File: src/wrs_pkg.sv
// Types, codes and default sizes of the weighted random selector.
package wrs_pkg;

    localparam int WRS_DEPTH_DEF       = 32;
    localparam int WRS_WEIGHT_BITS_DEF = 16;

    localparam logic [1:0] OP_SET  = 2'd0;
    localparam logic [1:0] OP_SEL  = 2'd1;
    localparam logic [1:0] OP_CLR  = 2'd2;
    localparam logic [1:0] OP_NONE = 2'd3;  // unused opcode, dropped without a result

    localparam logic [2:0] ST_UPDATED  = 3'd0;
    localparam logic [2:0] ST_INSERTED = 3'd1;
    localparam logic [2:0] ST_SELECTED = 3'd2;
    localparam logic [2:0] ST_EMPTY    = 3'd3;
    localparam logic [2:0] ST_FULL     = 3'd4;

    typedef struct packed {
        logic [1:0]  opcode;
        logic [15:0] sound_key;
        logic [15:0] new_weight;
        logic [15:0] random_fraction;
    } t_in;

    typedef struct packed {
        logic [2:0]  status;
        logic [4:0]  chosen_index;
        logic [15:0] chosen_key;
        logic [5:0]  entry_count;
    } t_out;

    // controller -> datapath
    typedef struct packed {
        logic       load;   // latch the accepted beat, rewind the scan
        logic       mul;    // form the select threshold
        logic       scan;   // step the table scan
        logic       pick;   // capture the selected entry
        logic       fix;    // rewrite the matched entry, start the carry pass
        logic       adj;    // step the carry pass over later entries
        logic       ins;    // append an entry
        logic       clr;    // empty the table
        logic       emit;   // load the result register
        logic [2:0] code;   // status of the result
    } t_cmd;

    // datapath -> controller
    typedef struct packed {
        logic empty;
        logic full;
        logic hit;
        logic drained;
    } t_sts;

endpackage

File: src/wrs_ctrl.sv
// Sequencing state machine of the weighted random selector.
module wrs_ctrl (
    input  logic          i_clk,
    input  logic          i_rst_n,
    input  logic          i_start,
    input  logic [1:0]    i_opcode,
    input  wrs_pkg::t_sts i_sts,
    output wrs_pkg::t_cmd o_cmd,
    output logic          o_busy
);

    localparam logic [2:0] S_IDLE = 3'd0;
    localparam logic [2:0] S_MUL  = 3'd1;
    localparam logic [2:0] S_SEEK = 3'd2;
    localparam logic [2:0] S_FIND = 3'd3;
    localparam logic [2:0] S_ADJ  = 3'd4;
    localparam logic [2:0] S_CLR  = 3'd5;
    localparam logic [2:0] S_EMIT = 3'd6;

    logic [2:0] r_state, n_state;
    logic [2:0] r_code, n_code;
    wrs_pkg::t_cmd cmd;

    always_comb begin
        n_state = r_state;
        n_code  = r_code;
        cmd     = '0;
        case (r_state)
            S_IDLE: begin
                if (i_start) begin
                    cmd.load = 1'b1;
                    case (i_opcode)
                        wrs_pkg::OP_SET: n_state = S_FIND;
                        wrs_pkg::OP_SEL: begin
                            if (i_sts.empty) begin
                                n_code  = wrs_pkg::ST_EMPTY;
                                n_state = S_EMIT;
                            end else begin
                                n_state = S_MUL;
                            end
                        end
                        wrs_pkg::OP_CLR: n_state = S_CLR;
                        default: n_state = S_IDLE;
                    endcase
                end
            end
            S_MUL: begin
                cmd.mul = 1'b1;
                n_state = S_SEEK;
            end
            S_SEEK: begin
                cmd.scan = 1'b1;
                if (i_sts.hit) begin
                    cmd.pick = 1'b1;
                    n_code   = wrs_pkg::ST_SELECTED;
                    n_state  = S_EMIT;
                end else if (i_sts.drained) begin
                    n_code  = wrs_pkg::ST_EMPTY;
                    n_state = S_EMIT;
                end
            end
            S_FIND: begin
                cmd.scan = 1'b1;
                if (i_sts.hit) begin
                    cmd.fix = 1'b1;
                    n_code  = wrs_pkg::ST_UPDATED;
                    n_state = S_ADJ;
                end else if (i_sts.drained) begin
                    if (i_sts.full) begin
                        n_code = wrs_pkg::ST_FULL;
                    end else begin
                        cmd.ins = 1'b1;
                        n_code  = wrs_pkg::ST_INSERTED;
                    end
                    n_state = S_EMIT;
                end
            end
            S_ADJ: begin
                cmd.adj = 1'b1;
                if (i_sts.drained) begin
                    n_state = S_EMIT;
                end
            end
            S_CLR: begin
                cmd.clr = 1'b1;
                n_code  = wrs_pkg::ST_EMPTY;
                n_state = S_EMIT;
            end
            S_EMIT: begin
                cmd.emit = 1'b1;
                n_state  = S_IDLE;
            end
            default: n_state = S_IDLE;
        endcase
        cmd.code = r_code;
    end

    always_ff @(posedge i_clk) begin
        if (!i_rst_n) begin
            r_state <= S_IDLE;
            r_code  <= wrs_pkg::ST_EMPTY;
        end else begin
            r_state <= n_state;
            r_code  <= n_code;
        end
    end

    assign o_cmd  = cmd;
    assign o_busy = (r_state != S_IDLE);

endmodule

File: src/wrs_datapath.sv
// Table memories, scan counters, arithmetic and result register.
module wrs_datapath #(
    parameter int TABLE_DEPTH = wrs_pkg::WRS_DEPTH_DEF,
    parameter int WEIGHT_BITS = wrs_pkg::WRS_WEIGHT_BITS_DEF
) (
    input  logic          i_clk,
    input  logic          i_rst_n,
    input  wrs_pkg::t_in  i_item,
    input  wrs_pkg::t_cmd i_cmd,
    output wrs_pkg::t_sts o_sts,
    output logic          o_valid,
    output wrs_pkg::t_out o_result
);

    localparam int IDX_W = $clog2(TABLE_DEPTH);
    localparam int CNT_W = $clog2(TABLE_DEPTH + 1);
    localparam int CUM_W = WEIGHT_BITS + IDX_W;
    localparam int PRD_W = CUM_W + 16;
    localparam logic [CUM_W-1:0] MAX_W = CUM_W'((64'd1 << WEIGHT_BITS) - 64'd1);
    localparam logic [CNT_W-1:0] DEPTH_CNT = CNT_W'(TABLE_DEPTH);

    logic [15:0]      key_mem [TABLE_DEPTH];
    logic [CUM_W-1:0] cum_mem [TABLE_DEPTH];

    logic [1:0]       r_op;
    logic [15:0]      r_key;
    logic [15:0]      r_frac;
    logic [CUM_W-1:0] r_w;
    logic [CNT_W-1:0] r_used;
    logic [CUM_W-1:0] r_total;
    logic [CUM_W-1:0] r_thr;
    logic [CUM_W-1:0] r_prev;
    logic [CUM_W-1:0] r_own;
    logic [CNT_W-1:0] r_ra;
    logic             r_pv;
    logic [IDX_W-1:0] r_pi;
    logic [15:0]      r_key_q;
    logic [CUM_W-1:0] r_cum_q;
    logic [IDX_W-1:0] r_sel_idx;
    logic [15:0]      r_sel_key;
    logic             r_valid;
    wrs_pkg::t_out    r_result;

    logic [CUM_W-1:0] w_in;
    logic [PRD_W-1:0] prod;
    logic [CUM_W-1:0] own_now;
    logic             match;
    logic             rd_en;
    logic [IDX_W-1:0] rd_addr;
    logic             wr_en;
    logic             key_wr;
    logic [IDX_W-1:0] wr_addr;
    logic [CUM_W-1:0] wr_data;
    logic [31:0]      idx_ext;
    logic [31:0]      cnt_ext;

    // clamp the incoming weight to the configured weight range
    assign w_in = (CUM_W'(i_item.new_weight) > MAX_W) ? MAX_W : CUM_W'(i_item.new_weight);

    assign prod    = PRD_W'(r_total) * PRD_W'(r_frac);
    assign own_now = r_cum_q - r_prev;

    assign match = r_pv && ((r_op == wrs_pkg::OP_SEL) ? (r_cum_q >= r_thr)
                                                      : (r_key_q == r_key));

    assign rd_en   = (i_cmd.scan || i_cmd.adj) && (r_ra < r_used);
    assign rd_addr = r_ra[IDX_W-1:0];

    always_comb begin
        wr_en   = 1'b0;
        key_wr  = 1'b0;
        wr_addr = r_pi;
        wr_data = r_cum_q - r_own + r_w;
        if (i_cmd.fix) begin
            wr_en   = 1'b1;
            wr_data = r_prev + r_w;
        end else if (i_cmd.ins) begin
            wr_en   = 1'b1;
            key_wr  = 1'b1;
            wr_addr = r_used[IDX_W-1:0];
            wr_data = r_total + r_w;
        end else if (i_cmd.adj && r_pv) begin
            wr_en = 1'b1;
        end
    end

    always_ff @(posedge i_clk) begin
        if (key_wr) begin
            key_mem[wr_addr] <= r_key;
        end
        if (rd_en) begin
            r_key_q <= key_mem[rd_addr];
        end
    end

    always_ff @(posedge i_clk) begin
        if (wr_en) begin
            cum_mem[wr_addr] <= wr_data;
        end
        if (rd_en) begin
            r_cum_q <= cum_mem[rd_addr];
        end
    end

    // control state: fill count, running total, scan pointer, read-valid flag, result strobe
    always_ff @(posedge i_clk) begin
        if (!i_rst_n) begin
            r_used  <= '0;
            r_total <= '0;
            r_ra    <= '0;
            r_pv    <= 1'b0;
            r_valid <= 1'b0;
        end else begin
            r_valid <= i_cmd.emit;
            if (i_cmd.load) begin
                r_ra <= '0;
                r_pv <= 1'b0;
            end else if (i_cmd.fix) begin
                r_ra    <= CNT_W'(r_pi) + CNT_W'(1);
                r_pv    <= 1'b0;
                r_total <= r_total - own_now + r_w;
            end else if (i_cmd.scan || i_cmd.adj) begin
                r_pv <= rd_en;
                if (rd_en) begin
                    r_ra <= r_ra + CNT_W'(1);
                end
            end
            if (i_cmd.ins) begin
                r_used  <= r_used + CNT_W'(1);
                r_total <= r_total + r_w;
            end
            if (i_cmd.clr) begin
                r_used  <= '0;
                r_total <= '0;
            end
        end
    end

    // payload registers
    always_ff @(posedge i_clk) begin
        if (i_cmd.load) begin
            r_op   <= i_item.opcode;
            r_key  <= i_item.sound_key;
            r_frac <= i_item.random_fraction;
            r_w    <= w_in;
            r_prev <= '0;
        end else if (i_cmd.scan && r_pv && !match) begin
            r_prev <= r_cum_q;
        end
        if (i_cmd.mul) begin
            r_thr <= prod[PRD_W-1:16];
        end
        if (rd_en && !i_cmd.fix) begin
            r_pi <= rd_addr;
        end
        if (i_cmd.fix) begin
            r_own <= own_now;
        end
        if (i_cmd.pick || i_cmd.fix) begin
            r_sel_idx <= r_pi;
            r_sel_key <= r_key_q;
        end else if (i_cmd.ins) begin
            r_sel_idx <= r_used[IDX_W-1:0];
            r_sel_key <= r_key;
        end
    end

    assign idx_ext = 32'(r_sel_idx);
    assign cnt_ext = 32'(r_used);

    always_ff @(posedge i_clk) begin
        if (i_cmd.emit) begin
            r_result.status      <= i_cmd.code;
            r_result.entry_count <= cnt_ext[5:0];
            if (i_cmd.code == wrs_pkg::ST_EMPTY || i_cmd.code == wrs_pkg::ST_FULL) begin
                r_result.chosen_index <= '0;
                r_result.chosen_key   <= '0;
            end else begin
                r_result.chosen_index <= idx_ext[4:0];
                r_result.chosen_key   <= r_sel_key;
            end
        end
    end

    assign o_sts.empty   = (r_used == '0);
    assign o_sts.full    = (r_used == DEPTH_CNT);
    assign o_sts.hit     = match;
    assign o_sts.drained = !r_pv && (r_ra >= r_used);
    assign o_valid       = r_valid;
    assign o_result      = r_result;

endmodule

File: src/weighted_random_selector_core.sv
// Top level of the weighted random selector: controller plus table datapath.
// Clear runs its clear state; select forms the threshold and scans to entry k, or skips
// both on an empty table; a set scans to its key or the fill count, an update then runs
// the carry pass. One entry is scanned per cycle through the registered read port.
// Throughput: one beat at a time; busy drops in the result cycle, when a new beat can be
// taken. Results cannot be stalled. Synchronous active-low reset empties the table.
module weighted_random_selector_core #(
    parameter int TABLE_DEPTH = wrs_pkg::WRS_DEPTH_DEF,
    parameter int WEIGHT_BITS = wrs_pkg::WRS_WEIGHT_BITS_DEF
) (
    input  logic          i_clk,
    input  logic          i_rst_n,
    input  logic          start,
    output logic          busy,
    input  wrs_pkg::t_in  i_item,
    output logic          o_valid,
    output wrs_pkg::t_out o_result
);

    // command and status between the controller and the datapath
    wrs_pkg::t_cmd cmd;
    wrs_pkg::t_sts sts;

    // controller: decodes the accepted beat and steps scan, carry and emit
    wrs_ctrl u_ctrl (
        .i_clk    (i_clk),
        .i_rst_n  (i_rst_n),
        .i_start  (start),
        .i_opcode (i_item.opcode),
        .i_sts    (sts),
        .o_cmd    (cmd),
        .o_busy   (busy)
    );

    // datapath: key and cumulative-weight memories, running total, threshold
    wrs_datapath #(
        .TABLE_DEPTH (TABLE_DEPTH),
        .WEIGHT_BITS (WEIGHT_BITS)
    ) u_dp (
        .i_clk    (i_clk),
        .i_rst_n  (i_rst_n),
        .i_item   (i_item),
        .i_cmd    (cmd),
        .o_sts    (sts),
        .o_valid  (o_valid),
        .o_result (o_result)
    );

endmodule

File: config.mk
export PLATFORM = sky130hd
export DESIGN_NAME = weighted_random_selector_core
export DESIGN_NICKNAME = d
export VERILOG_FILES = /design/src/wrs_pkg.sv /design/src/wrs_ctrl.sv /design/src/wrs_datapath.sv /design/src/weighted_random_selector_core.sv
export SDC_FILE = /design/constraint.sdc
export NUM_CORES = 2
export LEC_CHECK = 0
export ABC_AREA = 1
export ABC_CLOCK_PERIOD_IN_PS = 7200
export BUFFER_PORTS_ARGS = -buffer_cell sky130_fd_sc_hd__buf_4
export CAP_MARGIN = 10
export CORE_AREA = 8 8 413 415
export CTS_CLUSTER_DIAMETER = 60
export CTS_CLUSTER_SIZE = 14
export DETAILED_ROUTE_END_ITERATION = 10
export DIE_AREA = 0 0 421 423
export PLACE_DENSITY_LB_ADDON = 0.15
export SLEW_MARGIN = 20
export SYNTH_ARGS = -nofsm -noshare
export SYNTH_HDL_FRONTEND = slang
export SYNTH_SLANG_ARGS = --single-unit
File: constraint.sdc
create_clock -name i_clk -period 7.2 [get_ports i_clk]
set_input_delay 1.08 -clock i_clk [delete_from_list [all_inputs] [get_ports i_clk]]
set_output_delay 1.08 -clock i_clk [all_outputs]
set_load 0.01 [all_outputs]
### After elaboration in Yosys (flattened, before gate mapping)

Memories as Yosys holds them, arrays and structs flattened. A register that Yosys moved wholly into a read port is not among the register bits.
Cells that the tools add are included.

| word-level totals | value |
|---|---|
| flip-flop bits (word level) | 210 |
| memory bits (writable) | 1,184 |
| bits of input ports | 53 |
| memories kept | 2 |

Memory list:

| memory | depth | bits a word | read ports | clocked after memory_dff | write ports | line | source |
|---|---|---|---|---|---|---|---|
| u_dp.cum_mem | 32 | 21 | 1 | 1 | 1 | wrs_datapath.sv:23 | `logic [CUM_W-1:0] cum_mem [TABLE_DEPTH];` |
| u_dp.key_mem | 32 | 16 | 1 | 1 | 1 | wrs_datapath.sv:22 | `logic [15:0] key_mem [TABLE_DEPTH];` |

| cells by class | value |
|---|---|
| add/sub/neg operators | 10 |
| $mul | 1 |
| order comparisons | 3 |
| equal/unequal tests | 19 |
| multiplexer cells | 54 |
| bitwise logic cells | 1 |
| reduce and logical (&&, ||, !) cells | 29 |

Operator list:

| operator | number |
|---|---|
| $mux W21 | 5 |
| $add A21 B16 Y21 | 4 |
| $sub A21 B21 Y21 | 3 |
| $mux W3 | 13 |
| $mul A21 B16 Y37 | 1 |
| $mux W16 | 2 |
| $mux W1 | 24 |
| $ge A21 B21 Y1 | 1 |
| $mux W5 | 4 |
| $mux W6 | 3 |
| $pmux W3 S6 | 1 |
| $eq A16 B16 Y1 | 1 |
| $add A6 B1 Y6 const B | 2 |
| $eq A3 B3 Y1 const B | 4 |
| $pmux W3 S4 | 1 |
| $eq A3 B2 Y1 const B | 3 |
| $pmux W3 S3 | 1 |
| $ne A2 B2 Y1 const B | 4 |
| $reduce_bool A2 Y1 | 4 |
| $logic_and A1 B1 Y1 | 7 |
| $add A5 B1 Y6 const B | 1 |
| $eq A6 B6 Y1 const B | 1 |
| $ge A6 B6 Y1 | 1 |
| $logic_not A6 Y1 | 1 |
| other kinds (16) | 25 |

### Logic depth before layout (Yosys ltp)

| depth | value |
|---|---|
| word-level depth | 9 |
| mapped depth | 26 |
| depth with buffers taken out | 24 |

### Cells and area by module

A second synthesis with hierarchy kept.

| second synthesis, totals | value |
|---|---|
| cells, all modules | 6,838 |
| area total of the unflattened synthesis | 74,036.0 sq um |

By module, submodules not included:

| module | times used | cells each | area each (sq um) |
|---|---|---|---|
| wrs_datapath | 1 | 6,764 | 73,593.1 |
| wrs_ctrl | 1 | 74 | 442.9 |

### Least setup slack after synthesis

OpenSTA, ideal clock, no wires.

| path | value |
|---|---|
| path kind | reg-to-reg |
| start point | register u_dp.r_frac[1] |
| end point | register u_dp.r_thr[19] (data pin) |
| data arrival time | 5.416 ns |
| data required time | 6.942 ns |
| slack | 1.526 ns |
| cell stages (with the launch flop) | 25 |
| path buffers | 2 |
| cell sequence | edfxtp_1 -> clkbuf_1 -> clkbuf_1 -> nand2_1 -> fa_1 -> inv_1 -> fa_1 -> inv_1 -> fa_1 -> inv_1 -> fa_1 -> inv_1 -> fa_1 -> inv_1 -> fa_1 -> ha_1 -> a21oi_1 -> inv_1 -> a31oi_1 -> o21ai_0 -> a21oi_1 -> nand2_1 -> nand2_1 -> nand2_1 -> xor2_1 |

| on the way | value |
|---|---|
| word-level cells in the longest chain between the ends | 1 |

Ends and longest elaborated chain:

| item | line | source |
|---|---|---|
| from (decl) | wrs_datapath.sv:27 | `logic [15:0] r_frac;` |
| from (signal assigned) | wrs_datapath.sv:144 | `r_frac <= i_item.random_fraction;` |
| $mul A21 B16 Y37 | wrs_datapath.sv:60 | `assign prod = PRD_W'(r_total) * PRD_W'(r_frac);` |
| via u_dp.prod[35] | wrs_datapath.sv:45 | `logic [PRD_W-1:0] prod;` |
| to (signal assigned) | wrs_datapath.sv:151 | `r_thr <= prod[PRD_W-1:16];` |
| to (decl) | wrs_datapath.sv:31 | `logic [CUM_W-1:0] r_thr;` |

The timed path passes the listed nets, and every way through them passes these cells.
A chain may end at the register's enable or synchronous reset.

### Final worst setup path

| path | value |
|---|---|
| start point | register u_dp.r_frac[4] |
| end point | register u_dp.r_thr[17] (data pin) |

The elaborated chain is that of the path after synthesis.

==> run summary <==
Dpl ws = 1.06 ns
Maxcap violations = 0
Die Y = 423 um
Slew Limit Fails = 0
Synth top area cells = edfxtp_1 (56%), fa_1 (8.1%), o21ai_0 (5.4%), nor2_1 (4.5%), inv_1 (4.2%)
Kind of critical path = reg2reg
WL/cell = 23.2 um
Detailed placer's ending HPWL = 132000 um
R2R Setup Slk = 0.95 ns
Initial antenna violation count = 1
CTS Buf Count = 142
Largest net degree at the start of global routing = 194
Share of cells above drive strength 1 = 7.95%
CTS tree = built
Post-CTS setup buffer count = 0
Clock Pin Slew Worst Setup and Hold Paths = 0.06 ns
Final ANT Viol Nets = 0
Final Hold Fails = 0
Mapped Nets = 7297
Pwr dens = 293 mW/mm^2
Commonest non-fill, non-tap cell in the layout = edfxtp_1
Die area = 0.178 sq mm
Most frequent cells in the layout = edfxtp_1 (1369), nor2_1 (870), inv_1 (815)
Avg Vias per Cell = 5.64
Number of synthesized flops with an enable pin = 1369
Storage element area = 0.0424 sq mm
Mapped Avg Cell Area = 10.9 sq um
Design area = 0.0812 sq mm
Sink Count = 1431
Final WL = 208000 um
Status = finished, final reports clean
Worst-Margin Slew = 1.16 ns
Post-Syn Area = 0.0733 sq mm
Synth async-reset ratio = 0%
Slew headroom = 22.7%
Cell count after synthesis = 6708
Worst Path Required = 7.73 ns
Vias = 50.7k
Fin crit share = 86.9%
Effective utilization at floorplan = 44.7%
Area of the multi-input gates = 0.0267 sq mm
Post-CTS sizing = 0
Final Critical Period = 6.25 ns
CORE AREA = 0.164 sq mm
Final core utilization = 49.6%
Placed inst area = 0.0768 sq mm
Worst-Skew Late Latency = 0.81 ns
Filler cell count = 14.6k
CP Max Fanout = 21
Post-synthesis xor/xnor area fraction = 1.07%
Origin of the worst setup path = u_dp.r_frac[4]$_DFFE_PP_
Final nets = 7311
FF-to-FF End = u_dp.r_thr[17]$_DFFE_PP_
Overall power = 0.0238 W
DRC viols = 0
Synthesized-area fraction occupied by adder cells = 12.2%
H-tree Lvls = 4
Highest clock rate = 0.160 GHz
Root Buffer = clkbuf_16
Unrepaired setup endpoints after global routing = no
Synth Flop Type = edfxtp_1
Slack of the critical path = 0.947 ns
Finish-stage setup viols = 0
Worst r2r src = u_dp.r_frac[4]$_DFFE_PP_
Clock Skew = 0.0299 ns
Ys Warns = 0
Total track usage = 22.7%
P_leak = 31.3 nW
Startpoint Class = flop
Post-synthesis sequential area ratio = 57.8%
Largest family of logic cells by synthesized area = adder cells
Cell Rows = 149
First-pass GRT wire length = 313000 um
Hold-fix buffers, CTS = 0
Top-area cell type share of the netlist area = 56.1%
Grt ovf = 0
Worst Setup EP = u_dp.r_thr[17]$_DFFE_PP_
Synth cell types = 56
Clk buf depth = 3
Port buffer count = 84
Mux cell area share after synthesis = 0.0136%
Worst min-delay path category = in2reg
Drt pass-1 iters = 6
Synth Area in Compound Gates = 12.0%
Synth Area in Simple Gates = 10.7%
DIE WIDTH = 421 um
Layout area overhead = 10.7%
I/O pin cnt = 85
Setup_tns = 0 ns
Placer Congestion = 0.914
CP Data Arrival Time = 6.79 ns
Yosys top cell by area = edfxtp_1
Yosys reg bits = 1431
Worst vdd ir = 0.241 mV
Reg2Reg Depth = 21
Crit. End Element = flop
Vias in the first global route = 48.7k
Initial DRC count = 5184
[cells in the mapped netlist (4+ instances only)]
library cell	count
o21ai_2	5
a32oi_1	35
o21bai_1	8
dfxtp_1	62
nor2_1	874
nand4_1	26
buf_1	18
inv_1	821
buf_2	37
o22ai_1	70
a31oi_1	69
clkbuf_1	307
nor3_1	46
o21a_1	6
nand2_2	4
edfxtp_1	1369
inv_2	10
nand3_1	163
nand2_1	814
nor4_1	8
xnor2_1	38
ha_1	238
o211ai_1	10
a21oi_1	204
fa_1	298
o221ai_1	228
xor2_1	52
or2_2	17
a211oi_1	6
a21o_1	13
o21ai_0	791
nor3b_1	4
a21boi_0	7
o21ai_1	11
[sequential cells by signal (all words and copies together), names as in the netlist, 5 cells and up]
name	flops
u_dp.key_mem	512
u_dp.r_pi	5
u_dp.r_prev	21
u_dp.cum_mem	672
u_dp.r_thr	21
u_dp.r_sel_idx	5
u_dp.r_total	21
u_dp.r_own	21
u_dp.r_used	6
u_dp.r_key	16
u_dp.r_frac	16
u_dp.r_sel_key	16
u_dp.r_key_q	16
u_dp.r_cum_q	21
u_dp.o_result	30
u_dp.r_ra	6
u_dp.r_w	16
[area by class of cell]
type | instances | area share, %
timing repair buffer | 236 | 2.30
clock inverter | 57 | 0.955
sequential | 1431 | 52.2
antenna | 1 | 0.00308
clock buffer | 158 | 4.50
tap | 2189 | 3.37
inverter | 834 | 3.88
multi-input combinational | 4077 | 32.8
[metrics by stage]
step / hold WS (ns) / cells
3_3_place_gp: 0.445 / 8767
3_5_place_dp: 0.458 / 8767
2_1_floorplan: 0.403 / 6708
4_1_cts: 0.385 / 8982
5_1_grt: 0.415 / 8982
6_report: 0.458 / 8983
[worst max-delay path: stages, from the launching register on]
cell      delay, ns
edfxtp_1       0.92
nand2_1        0.18
fa_1           0.56
inv_1          0.06
fa_1           0.47
inv_1          0.05
fa_1           0.49
inv_1          0.05
fa_1           0.44
fa_1           0.51
inv_1          0.05
fa_1           0.52
inv_1          0.06
ha_1           0.37
a21oi_1        0.17
inv_1          0.07
a31oi_1        0.26
o21ai_0        0.20
a21oi_1        0.16
nand2_1        0.11
a31oi_1        0.18
xor2_1         0.09
[logic make-up after synthesis]
family	after synthesis
adders and majority gates	536
DFF	1431
muxes	1
xor gates and xnor gates	90
buffers and inverters	1200
AOI/OAI and AO/OA	1481
and+or+nand+nor	1969
[worst min-delay path by stage]
stage	cells past startpoint	from	to
finish	1	i_item[36]	u_dp.r_key[4]$_DFFE_PP_
global placement	0	u_ctrl.r_code[2]$_SDFFE_PN0P_	u_dp.o_result[29]$_DFFE_PP_
detailed placement	0	u_ctrl.r_code[2]$_SDFFE_PN0P_	u_dp.o_result[29]$_DFFE_PP_
CTS	1	i_item[14]	u_dp.r_frac[14]$_DFFE_PP_
global route	1	i_item[34]	u_dp.r_key[2]$_DFFE_PP_
floorplan	0	u_dp.r_ra[0]$_SDFFE_PP0P_	u_dp.r_pi[0]$_DFFE_PP_
[routing by layer]
metal	part of all wire [%]	GRT usage, %	vias up
met5	0	0	-
met4	2.2	5.80	0
met3	7.3	3.83	257
met2	45	34.6	1728
met1	46	33.9	25500
li1	-	-	23300
[report_power, final]
part	leakage, nW	internal (W)	switching [W]
Combinational	16.4	0.00150	0.00398
Sequential	12.8	0.0106	0.000391
Clock	2.15	0.00401	0.00330
No activity file was read; power rests on OpenSTA's default activity.
